[config.mk]
export PLATFORM = sky130hd
export DESIGN_NAME = utf8_fit_to_display_width
export DESIGN_NICKNAME = d
export VERILOG_FILES = /design/src/hw/rtl/u8fw_pkg.sv /design/src/hw/rtl/u8fw_front.sv /design/src/hw/rtl/u8fw_queue.sv /design/src/hw/rtl/u8fw_back.sv /design/src/hw/rtl/utf8_fit_to_display_width.sv
export SDC_FILE = /design/constraint.sdc
export NUM_CORES = 1
export LEC_CHECK = 0
export BUFFER_PORTS_ARGS = -buffer_cell sky130_fd_sc_hd__buf_2
export CAP_MARGIN = 10
export CORE_AREA = 10 10 226 228
export CTS_CLUSTER_DIAMETER = 150
export DETAILED_ROUTE_END_ITERATION = 16
export DIE_AREA = 0 0 236 238
export GPL_TIMING_DRIVEN = 0
export PLACE_DENSITY = 0.6
export SYNTH_ARGS = -nofsm -noshare
export SYNTH_HDL_FRONTEND = slang
export SYNTH_SLANG_ARGS = --single-unit
[constraint.sdc]
create_clock -name i_clk -period 12.1 [get_ports i_clk]
set_input_delay 3.63 -clock i_clk [delete_from_list [all_inputs] [get_ports i_clk]]
set_output_delay 3.63 -clock i_clk [all_outputs]
set_load 0.005 [all_outputs]
[src/hw/rtl/u8fw_pkg.sv]
`timescale 1ns / 1ps
// Shared types, constants and decode functions for the UTF-8 width fitter.
// No dependencies; every module of the block imports this package.
package u8fw_pkg;

    localparam int MAX_CELL_WIDTH = 255;
    localparam logic [7:0] CELL_WIDTH_RESET = 8'd22;
    localparam logic [7:0] SUBST_CHAR = 8'h3F;

    localparam int Q_DEPTH = 4;
    localparam int Q_AW = $clog2(Q_DEPTH);
    localparam int OUT_DEPTH = 2;
    localparam int OUT_AW = $clog2(OUT_DEPTH);

    // Lead-byte classes, numerically the sequence length
    localparam logic [2:0] CLS_BAD = 3'd0;
    localparam logic [2:0] CLS_1   = 3'd1;
    localparam logic [2:0] CLS_2   = 3'd2;
    localparam logic [2:0] CLS_3   = 3'd3;
    localparam logic [2:0] CLS_4   = 3'd4;

    typedef struct packed {
        logic [7:0] in_byte;
        logic       in_last;
    } t_in;

    typedef struct packed {
        logic [7:0] out_byte;
        logic       byte_valid;
        logic [7:0] total_width;
        logic [7:0] pad_count;
        logic       out_last;
    } t_out;

    // One decoded code point: its byte count (0 = no unit) and display width
    typedef struct packed {
        logic [2:0] len;
        logic [1:0] wid;
    } t_unit;

    // Work for the back end: the bytes of one decode run, split into units
    typedef struct packed {
        logic [3:0][7:0] bytes;
        t_unit [2:0]     units;
        logic            last;
    } t_entry;

    function automatic logic [2:0] lead_class(input logic [7:0] c);
        logic [2:0] cls;
        if (c < 8'h80) begin
            cls = CLS_1;
        end else if ((c & 8'hE0) == 8'hC0) begin
            cls = CLS_2;
        end else if ((c & 8'hF0) == 8'hE0) begin
            cls = CLS_3;
        end else if ((c & 8'hF8) == 8'hF0) begin
            cls = CLS_4;
        end else begin
            cls = CLS_BAD;
        end
        return cls;
    endfunction

    function automatic logic [1:0] cp_width(input logic [20:0] cp);
        logic [1:0] w;
        if (cp < 21'h20 || (cp >= 21'h7F && cp < 21'hA0)) begin
            w = 2'd0;
        end else if ((cp >= 21'h1100 && cp <= 21'h11FF) ||
                     (cp >= 21'h3130 && cp <= 21'h318F) ||
                     (cp >= 21'hAC00 && cp <= 21'hD7A3)) begin
            w = 2'd2;
        end else if ((cp >= 21'h2E80 && cp <= 21'hA4CF) ||
                     (cp >= 21'hF900 && cp <= 21'hFAFF) ||
                     (cp >= 21'hFE10 && cp <= 21'hFE19) ||
                     (cp >= 21'hFE30 && cp <= 21'hFE6F) ||
                     (cp >= 21'hFF01 && cp <= 21'hFF60) ||
                     (cp >= 21'hFFE0 && cp <= 21'hFFE6)) begin
            w = 2'd2;
        end else begin
            w = 2'd1;
        end
        return w;
    endfunction

    // Assemble a code point from a sequence starting at b[0]
    function automatic logic [20:0] seq_cp(input logic [3:0][7:0] b, input logic [2:0] len);
        logic [20:0] cp;
        unique case (len)
            CLS_2:   cp = {10'd0, b[0][4:0], b[1][5:0]};
            CLS_3:   cp = {5'd0, b[0][3:0], b[1][5:0], b[2][5:0]};
            CLS_4:   cp = {b[0][2:0], b[1][5:0], b[2][5:0], b[3][5:0]};
            default: cp = {13'd0, b[0]};
        endcase
        return cp;
    endfunction

endpackage

[src/hw/rtl/u8fw_front.sv]
`timescale 1ns / 1ps
// Front end: holds the bytes of an open sequence and splits runs into code points.
// Depends on u8fw_pkg.
module u8fw_front (
    input  logic            i_clk,
    input  logic            i_rst_n,
    input  logic            i_take,
    input  u8fw_pkg::t_in   i_in,
    output logic            o_push,
    output u8fw_pkg::t_entry o_entry
);
    import u8fw_pkg::*;

    logic [7:0] r_pend [3];
    logic [7:0] n_pend [3];
    logic [1:0] r_pcnt, n_pcnt;
    logic [2:0] r_slen, n_slen;

    logic [3:0][7:0] run;
    logic [2:0]      cls_in, cls1, cls2;
    logic [2:0]      fill;
    logic            seq_full, hold, three;
    t_entry          entry;

    always_comb begin
        n_pend = r_pend;
        n_pcnt = r_pcnt;
        n_slen = r_slen;
        hold   = 1'b0;
        entry  = '0;
        entry.last = i_in.in_last;

        cls_in   = lead_class(i_in.in_byte);
        fill     = {1'b0, r_pcnt} + 3'd1;
        seq_full = fill >= r_slen;
        three    = (r_pcnt == 2'd2);

        run[0] = r_pend[0];
        run[1] = (r_pcnt > 2'd1) ? r_pend[1] : i_in.in_byte;
        run[2] = (r_pcnt > 2'd2) ? r_pend[2] : i_in.in_byte;
        run[3] = i_in.in_byte;
        cls1   = lead_class(run[1]);
        cls2   = lead_class(run[2]);

        if (r_slen != 3'd0) begin
            if (seq_full || i_in.in_last) begin
                n_pcnt = '0;
                n_slen = '0;
                entry.bytes = run;
                if (seq_full) begin
                    entry.units[0].len = r_slen;
                    entry.units[0].wid = cp_width(seq_cp(run, r_slen));
                end else begin
                    // cut short: lead becomes '?', then re-decode what follows it
                    entry.units[0].len = 3'd1;
                    entry.units[0].wid = cp_width({13'd0, SUBST_CHAR});
                    entry.units[1].len = 3'd1;
                    if (cls1 == CLS_1) begin
                        entry.units[1].wid = cp_width({13'd0, run[1]});
                    end else if (cls1 == CLS_2 && three) begin
                        entry.units[1].len = 3'd2;
                        entry.units[1].wid =
                            cp_width(seq_cp({8'h00, 8'h00, run[2], run[1]}, CLS_2));
                    end else begin
                        entry.units[1].wid = cp_width({13'd0, SUBST_CHAR});
                    end
                    if (three && cls1 != CLS_2) begin
                        entry.units[2].len = 3'd1;
                        entry.units[2].wid = (cls2 == CLS_1) ? cp_width({13'd0, run[2]})
                                                             : cp_width({13'd0, SUBST_CHAR});
                    end
                end
            end else begin
                hold = 1'b1;
                n_pend[r_pcnt] = i_in.in_byte;
                n_pcnt = r_pcnt + 2'd1;
            end
        end else if (cls_in > CLS_1 && !i_in.in_last) begin
            hold = 1'b1;
            n_pend[0] = i_in.in_byte;
            n_pcnt = 2'd1;
            n_slen = cls_in;
        end else begin
            entry.bytes[0] = i_in.in_byte;
            entry.units[0].len = 3'd1;
            entry.units[0].wid = (cls_in == CLS_1) ? cp_width({13'd0, i_in.in_byte})
                                                   : cp_width({13'd0, SUBST_CHAR});
        end
    end

    assign o_push  = i_take && !hold;
    assign o_entry = entry;

    always_ff @(posedge i_clk) begin
        if (!i_rst_n) begin
            r_pcnt <= '0;
            r_slen <= '0;
        end else if (i_take) begin
            r_pcnt <= n_pcnt;
            r_slen <= n_slen;
        end
    end

    always_ff @(posedge i_clk) begin
        if (i_take) begin
            r_pend <= n_pend;
        end
    end

endmodule

[src/hw/rtl/u8fw_queue.sv]
`timescale 1ns / 1ps
// Short register queue that decouples the front end from the back end.
// Depends on u8fw_pkg.
module u8fw_queue (
    input  logic             i_clk,
    input  logic             i_rst_n,
    input  logic             i_push,
    input  u8fw_pkg::t_entry i_entry,
    output logic             o_full,
    output logic             o_valid,
    output u8fw_pkg::t_entry o_entry,
    input  logic             i_pop
);
    import u8fw_pkg::*;

    t_entry          r_mem [Q_DEPTH];
    logic [Q_AW-1:0] r_wp, r_rp;
    logic [Q_AW:0]   r_cnt;
    logic            do_push, do_pop;

    assign o_full  = (r_cnt == (Q_AW+1)'(Q_DEPTH));
    assign o_valid = (r_cnt != '0);
    assign o_entry = r_mem[r_rp];
    assign do_push = i_push && !o_full;
    assign do_pop  = i_pop && o_valid;

    always_ff @(posedge i_clk) begin
        if (!i_rst_n) begin
            r_wp  <= '0;
            r_rp  <= '0;
            r_cnt <= '0;
        end else begin
            if (do_push) begin
                r_wp <= (r_wp == (Q_AW)'(Q_DEPTH - 1)) ? '0 : r_wp + 1'b1;
            end
            if (do_pop) begin
                r_rp <= (r_rp == (Q_AW)'(Q_DEPTH - 1)) ? '0 : r_rp + 1'b1;
            end
            unique case ({do_push, do_pop})
                2'b10:   r_cnt <= r_cnt + 1'b1;
                2'b01:   r_cnt <= r_cnt - 1'b1;
                default: r_cnt <= r_cnt;
            endcase
        end
    end

    always_ff @(posedge i_clk) begin
        if (do_push) begin
            r_mem[r_wp] <= i_entry;
        end
    end

endmodule

[src/hw/rtl/u8fw_back.sv]
`timescale 1ns / 1ps
// Back end: applies the width budget, sends kept bytes one per cycle while the result queue has room, ends strings.
// Holds the cell width register and the result skid queue; depends on u8fw_pkg.
module u8fw_back (
    input  logic             i_clk,
    input  logic             i_rst_n,
    input  logic             i_cfg_we,
    input  logic [7:0]       i_cfg_data,
    input  logic             i_q_valid,
    input  u8fw_pkg::t_entry i_q_entry,
    output logic             o_q_pop,
    output logic             o_empty,
    input  logic             i_pop,
    output u8fw_pkg::t_out   o_out
);
    import u8fw_pkg::*;

    logic [7:0]      r_cell;
    logic [7:0]      r_used;
    logic            r_cut;

    logic            r_busy;
    logic [1:0]      r_idx, r_lidx;
    logic            r_last, r_mark;
    logic [3:0][7:0] r_bytes, r_tw;
    logic [7:0]      r_pad;

    t_out              r_omem [OUT_DEPTH];
    logic [OUT_AW-1:0] r_owp, r_orp;
    logic [OUT_AW:0]   r_ocnt;

    t_entry          e;
    logic [7:0]      lim, used_c, pad;
    logic [8:0]      sum;
    logic            cut_c;
    logic [2:0]      m;
    logic [2:0][7:0] tw_u;
    logic [3:0][7:0] tw_b, n_tw;
    logic [2:0]      bnd0, bnd1;
    logic            pop_acc, space, fire, fin, free, load, is_end;
    t_out            cur;

    assign e = i_q_entry;

    // Budget check over the units of one run, in order; a cut is sticky
    always_comb begin
        lim = (32'(r_cell) > MAX_CELL_WIDTH) ? 8'(MAX_CELL_WIDTH) : r_cell;
        used_c = r_used;
        cut_c  = r_cut;
        m      = '0;
        sum    = '0;
        tw_u   = '0;
        for (int k = 0; k < 3; k++) begin
            sum = {1'b0, used_c} + {7'd0, e.units[k].wid};
            if (e.units[k].len != 3'd0 && !cut_c) begin
                if (lim == 8'd0 || sum > {1'b0, lim}) begin
                    cut_c = 1'b1;
                end else begin
                    used_c = sum[7:0];
                    m = m + e.units[k].len;
                end
            end
            tw_u[k] = used_c;
        end
        pad  = (used_c >= lim) ? 8'd0 : lim - used_c;
        bnd0 = e.units[0].len;
        bnd1 = e.units[0].len + e.units[1].len;
        for (int j = 0; j < 4; j++) begin
            if (3'(j) < bnd0) begin
                tw_b[j] = tw_u[0];
            end else if (3'(j) < bnd1) begin
                tw_b[j] = tw_u[1];
            end else begin
                tw_b[j] = tw_u[2];
            end
        end
        n_tw = tw_b;
        if (m == 3'd0) begin
            n_tw[0] = used_c;
        end
    end

    assign pop_acc = i_pop && (r_ocnt != '0);
    assign space   = (r_ocnt != (OUT_AW+1)'(OUT_DEPTH)) || pop_acc;
    assign fire    = r_busy && space;
    assign fin     = fire && (r_idx == r_lidx);
    assign free    = !r_busy || fin;
    assign load    = i_q_valid && free;
    assign o_q_pop = load;

    always_comb begin
        is_end          = r_last && (r_idx == r_lidx);
        cur.out_byte    = r_mark ? 8'd0 : r_bytes[r_idx];
        cur.byte_valid  = !r_mark;
        cur.total_width = r_tw[r_idx];
        cur.pad_count   = is_end ? r_pad : 8'd0;
        cur.out_last    = is_end;
    end

    always_ff @(posedge i_clk) begin
        if (!i_rst_n) begin
            r_cell <= CELL_WIDTH_RESET;
            r_used <= '0;
            r_cut  <= 1'b0;
            r_busy <= 1'b0;
            r_idx  <= '0;
        end else begin
            if (i_cfg_we) begin
                r_cell <= i_cfg_data;
            end
            if (load) begin
                // an end of string with nothing kept still sends one marker word
                r_busy <= (m != 3'd0) || e.last;
                r_idx  <= '0;
                r_used <= e.last ? 8'd0 : used_c;
                r_cut  <= e.last ? 1'b0 : cut_c;
            end else if (fin) begin
                r_busy <= 1'b0;
            end else if (fire) begin
                r_idx <= r_idx + 2'd1;
            end
        end
    end

    always_ff @(posedge i_clk) begin
        if (load) begin
            r_lidx  <= (m == 3'd0) ? 2'd0 : 2'(m - 3'd1);
            r_last  <= e.last;
            r_mark  <= (m == 3'd0);
            r_bytes <= e.bytes;
            r_tw    <= n_tw;
            r_pad   <= pad;
        end
    end

    // Result skid queue
    always_ff @(posedge i_clk) begin
        if (!i_rst_n) begin
            r_owp  <= '0;
            r_orp  <= '0;
            r_ocnt <= '0;
        end else begin
            if (fire) begin
                r_owp <= r_owp + 1'b1;
            end
            if (pop_acc) begin
                r_orp <= r_orp + 1'b1;
            end
            unique case ({fire, pop_acc})
                2'b10:   r_ocnt <= r_ocnt + 1'b1;
                2'b01:   r_ocnt <= r_ocnt - 1'b1;
                default: r_ocnt <= r_ocnt;
            endcase
        end
    end

    always_ff @(posedge i_clk) begin
        if (fire) begin
            r_omem[r_owp] <= cur;
        end
    end

    assign o_empty = (r_ocnt == '0);
    assign o_out   = r_omem[r_orp];

endmodule

[src/hw/rtl/utf8_fit_to_display_width.sv]
`timescale 1ns / 1ps
// Usage: bytes of a UTF-8 string go in on the input queue port (push/full, payload
// i_in with in_byte and in_last). Kept bytes come out on the result queue port
// (empty/pop, payload o_out), one word per kept byte, in string order.
// The final word of a string has out_last set and carries the total width and the
// pad count; a string with nothing kept gives one marker word with byte_valid low.
// The cell width is written on the valid/ready channel, which is always ready;
// write it only while no string is in flight.
// A completed code point passes the front-to-back queue, the back end registers and
// the result queue before its first word shows. One byte per cycle goes in while
// full is low; the back end sends one word per cycle if the result queue has room.
// A four-entry queue between front and back end and a two-word result queue absorb
// bursts; when the receiver stops popping, the queues fill and full rises.
// Reset (synchronous, active low) empties both queues, closes any open
// sequence and sets the cell width to 22.
// Depends on u8fw_pkg, u8fw_front, u8fw_queue and u8fw_back.
module utf8_fit_to_display_width (
    input  logic           i_clk,
    input  logic           i_rst_n,
    input  logic           push,
    output logic           full,
    input  u8fw_pkg::t_in  i_in,
    output logic           empty,
    input  logic           pop,
    output u8fw_pkg::t_out o_out,
    input  logic           valid,
    output logic           ready,
    input  logic [7:0]     i_cfg_data
);
    import u8fw_pkg::*;

    logic   take, f_push, q_valid, q_pop;
    t_entry f_entry, q_entry;

    assign take  = push && !full;
    assign ready = 1'b1;

    u8fw_front u_front (
        .i_clk   (i_clk),
        .i_rst_n (i_rst_n),
        .i_take  (take),
        .i_in    (i_in),
        .o_push  (f_push),
        .o_entry (f_entry)
    );

    u8fw_queue u_queue (
        .i_clk   (i_clk),
        .i_rst_n (i_rst_n),
        .i_push  (f_push),
        .i_entry (f_entry),
        .o_full  (full),
        .o_valid (q_valid),
        .o_entry (q_entry),
        .i_pop   (q_pop)
    );

    u8fw_back u_back (
        .i_clk      (i_clk),
        .i_rst_n    (i_rst_n),
        .i_cfg_we   (valid && ready),
        .i_cfg_data (i_cfg_data),
        .i_q_valid  (q_valid),
        .i_q_entry  (q_entry),
        .o_q_pop    (q_pop),
        .o_empty    (empty),
        .i_pop      (pop),
        .o_out      (o_out)
    );

endmodule

==> metrics.md <==
| Metric | Value |
|---|---|
| CTS root buffer | clkbuf_16 |
| CP peak stage delay | 0.55 ns |
| Area Overhead vs Synth | 14.2% |
| CP max-delay cell | mux4_2 |
| Routed WL | 45500 um |
| Mapped cell area | 0.0184 mm^2 |
| Hold buffers post-CTS | 0 |
| Fillers | 4148 |
| Most frequent CP cell | ha_1 |
| Die Width | 236 um |
| Syn Inst Count | 1398 |
| Starting Density | 39.8% |
| Status | completed |
| Final Hold Fails | 0 |
| Dpl cells | 2060 |
| CTS tree | done |
| H-tree depth | 2 |
| Drt drc | 0 |
| Pwr Density | 250 mW/mm^2 |
| Fin area | 0.0211 mm^2 |
| Clock Sinks | 363 |
| Crit path kind | reg -> reg |
| Clock Path Buffers | 3 |
| Non-filler cells, final | 2134 |
| Layout cells sized above 1 | 19.2% |
| Hold Crit Start | u_queue.r_rp[1] |
| VDD IR-drop max | 177 uV |
| Total Power | 5.27 mW |
| FF+latch count, synth | 363 |
| Fmax | 86.5 MHz |
| IO buf count | 49 |
| Via count | 12.0k |
| Sequential share of the synthesized area | 57.0% |
| DR pass1 iterations | 6 |
| Number of global-route vias before repair | 11.5k |
| Placed Area | 0.0196 mm^2 |
| Asr flop ratio synth | 0% |
| Utilization after layout | 45.4% |
| Final Wtd Congestion | 0.918 |
| Post-synthesis average cell area | 13.2 um^2 |
| Skew-Pair Late Insertion Delay | 0.56 ns |
| Max Cap Violations | 0 |
| Req. time, crit path | 12.39 ns |
| RSZ-0062 raised after global routing | false |
| Hold/Removal Path Class | reg -> reg |
| Row count | 79 |
| Max-slew violation count | 0 |
| Leakage | 7.29 nW |
| Critical Path AT | 11.85 ns |
| Final worst setup slack | 0.539 ns |
| Antenna viol nets, final | 0 |
| Pre-CTS setup slack | -1.68 ns |
| Fin Clk Skew | 0.0292 ns |
| WL per Instance | 21.3 um |
| Hold WS | 0.508 ns |
| Post-synth EDFFs | 324 |
| Ys flop type | edfxtp_1 |
| Final setup vio count | 0 |
| Mapped Nets | 1481 |
| Startpoint Class | flip-flop |
| Rel. slew slack | 23.7% |
| Final setup TNS | 0 ns |
| Slew @ Worst Pin | 1.13 ns |
| 1st-iter DRT viols | 1187 |
| Final Cycle Share | 95.5% |
| Initial antenna violation count | 2 |
| Vias per cell | 5.61 |
| CP Capture Type | flip-flop |
| Clk pin slew, worst setup/hold paths | 0.06 ns |
| Die H | 238 um |
| Overall routing resource usage | 15.5% |
| HPWL Detailed | 33200 um |
| Die area | 0.0562 mm^2 |
| Tmin final | 11.56 ns |
| GR Overflow Total | 0 |
| Crit path max fanout | 16 |
| Post-synth cell types | 95 |
| Core Region | 0.0464 mm^2 |
| Largest net degree at the start of global routing | 77 |
| First-pass GRT wire length | 69000 um |
| Synth warn | 0 |
| TritonCTS buffer count | 38 |
| Boundary Pins | 51 |
| NumNets Final | 1580 |
-- cell usage in the layout (no fill, tap or decap), types with 50 or more instances in the layout --
cell type / Yosys / layout
edfxtp_1: 324 / 324
o21ai_0: 51 / 51
ha_1: 56 / 55
buf_2: 3 / 51
mux4_2: 59 / 59
clkbuf_1: 46 / 50
nand2_1: 88 / 88
nor2_1: 106 / 105
a21oi_1: 56 / 54
-- worst max-delay path, delay by kind of cell, from the launching register on --
kind / cells / cell delay [ns]
AND/OR/NAND/NOR: 15 / 2.61
flip-flops: 1 / 0.35
buffers and inverters: 5 / 0.79
multiplexers: 2 / 0.90
adder cells (fa/ha/maj): 10 / 2.90
AO/OA/AOI/OAI: 14 / 3.04
XOR/XNOR: 4 / 0.67
-- where the power goes --
group          switching, mW  internal, mW  leakage, nW
sequential            0.0783          1.80         3.36
clock                  0.480         0.710        0.620
combinational           1.34         0.862         3.31
total                   1.90          3.38         7.29
-- worst paths after layout --
kind	to	cells after the start	slack [ns]
max reg2reg	u_back.r_pad[6]	50	0.54
max	u_back.r_pad[6]	50	0.54
min reg2reg	u_queue.r_rp[1]	2	0.51
min	u_queue.r_rp[1]	2	0.51
-- cell type report --
cell class                 instances  area [um^2]  area share [%]
antenna                            1         2.50          0.0119
buffer                            61          297            1.41
clock buffer                      45         1020            4.84
clock inverter                    24          255            1.21
inverter                          40          153           0.725
multi-input combinational        932         7620            36.2
sequential                       363        10500            49.9
tap                              607          759            3.61
timing repair buffer              61          445            2.12
-- sequential cells by signal (all words and copies together), names as in the netlist, 2 cells and up, named ones only --
name            cells
u_front.r_slen      3
u_back.r_tw        32
u_queue.r_wp        2
u_queue.r_rp        2
u_front.r_pend     24
u_back.lim          8
u_back.r_ocnt       2
u_back.r_omem      52
u_queue.r_mem     172
u_front.r_pcnt      2
u_back.r_used       8
u_back.r_lidx       2
u_back.r_pad        8
u_back.r_idx        2
u_queue.r_cnt       3
u_back.r_bytes     32
-- what timing repair did --
action / 4_1_cts / 5_1_grt
buffers inserted: 1 / 4
resized for setup: 16 / 18
endpoints found under the setup margin: 44 / 8
pin swaps: 1 / 4
-- kinds of logic (layout without fill, tap and decap cells) --
family          Yosys count  in the layout  share of synthesized area [%]
flops                   363            363                           57.0
mux                     134            134                           11.6
xor+xnor                 51             51                           2.65
simple gates            435            435                           12.7
compound gates          249            249                           9.38
other cells               1              2                         0.0203
fa+ha+maj                62             62                           4.40
buf+inv                 103            231                           2.32
-- cell usage after synthesis, drive strengths merged (29+ instances only) --
cell / n / area, um^2
inv: 39 / 146
xnor2: 31 / 298
mux4: 59 / 1330
o21ai: 59 / 303
nor2b: 33 / 206
clkbuf: 46 / 173
nor2: 107 / 409
nor3: 29 / 195
and2: 42 / 265
edfxtp: 324 / 9730
a21oi: 57 / 289
mux2i: 37 / 370
ha: 56 / 701
nand2: 89 / 337
mux2: 38 / 432
dfxtp: 39 / 781
-- per-layer routing --
metal	share of wire (%)	vias to the layer above	routed length, um	GRT usage (%)
li1	-	5559	-	-
met1	46	5919	21200	22.2
met2	45	409	20700	24.2
met3	5.8	86	2640	2.22
met4	2.2	0	1020	4.29
met5	0	-	0	0
No activity file was read; power rests on OpenSTA's default activity.
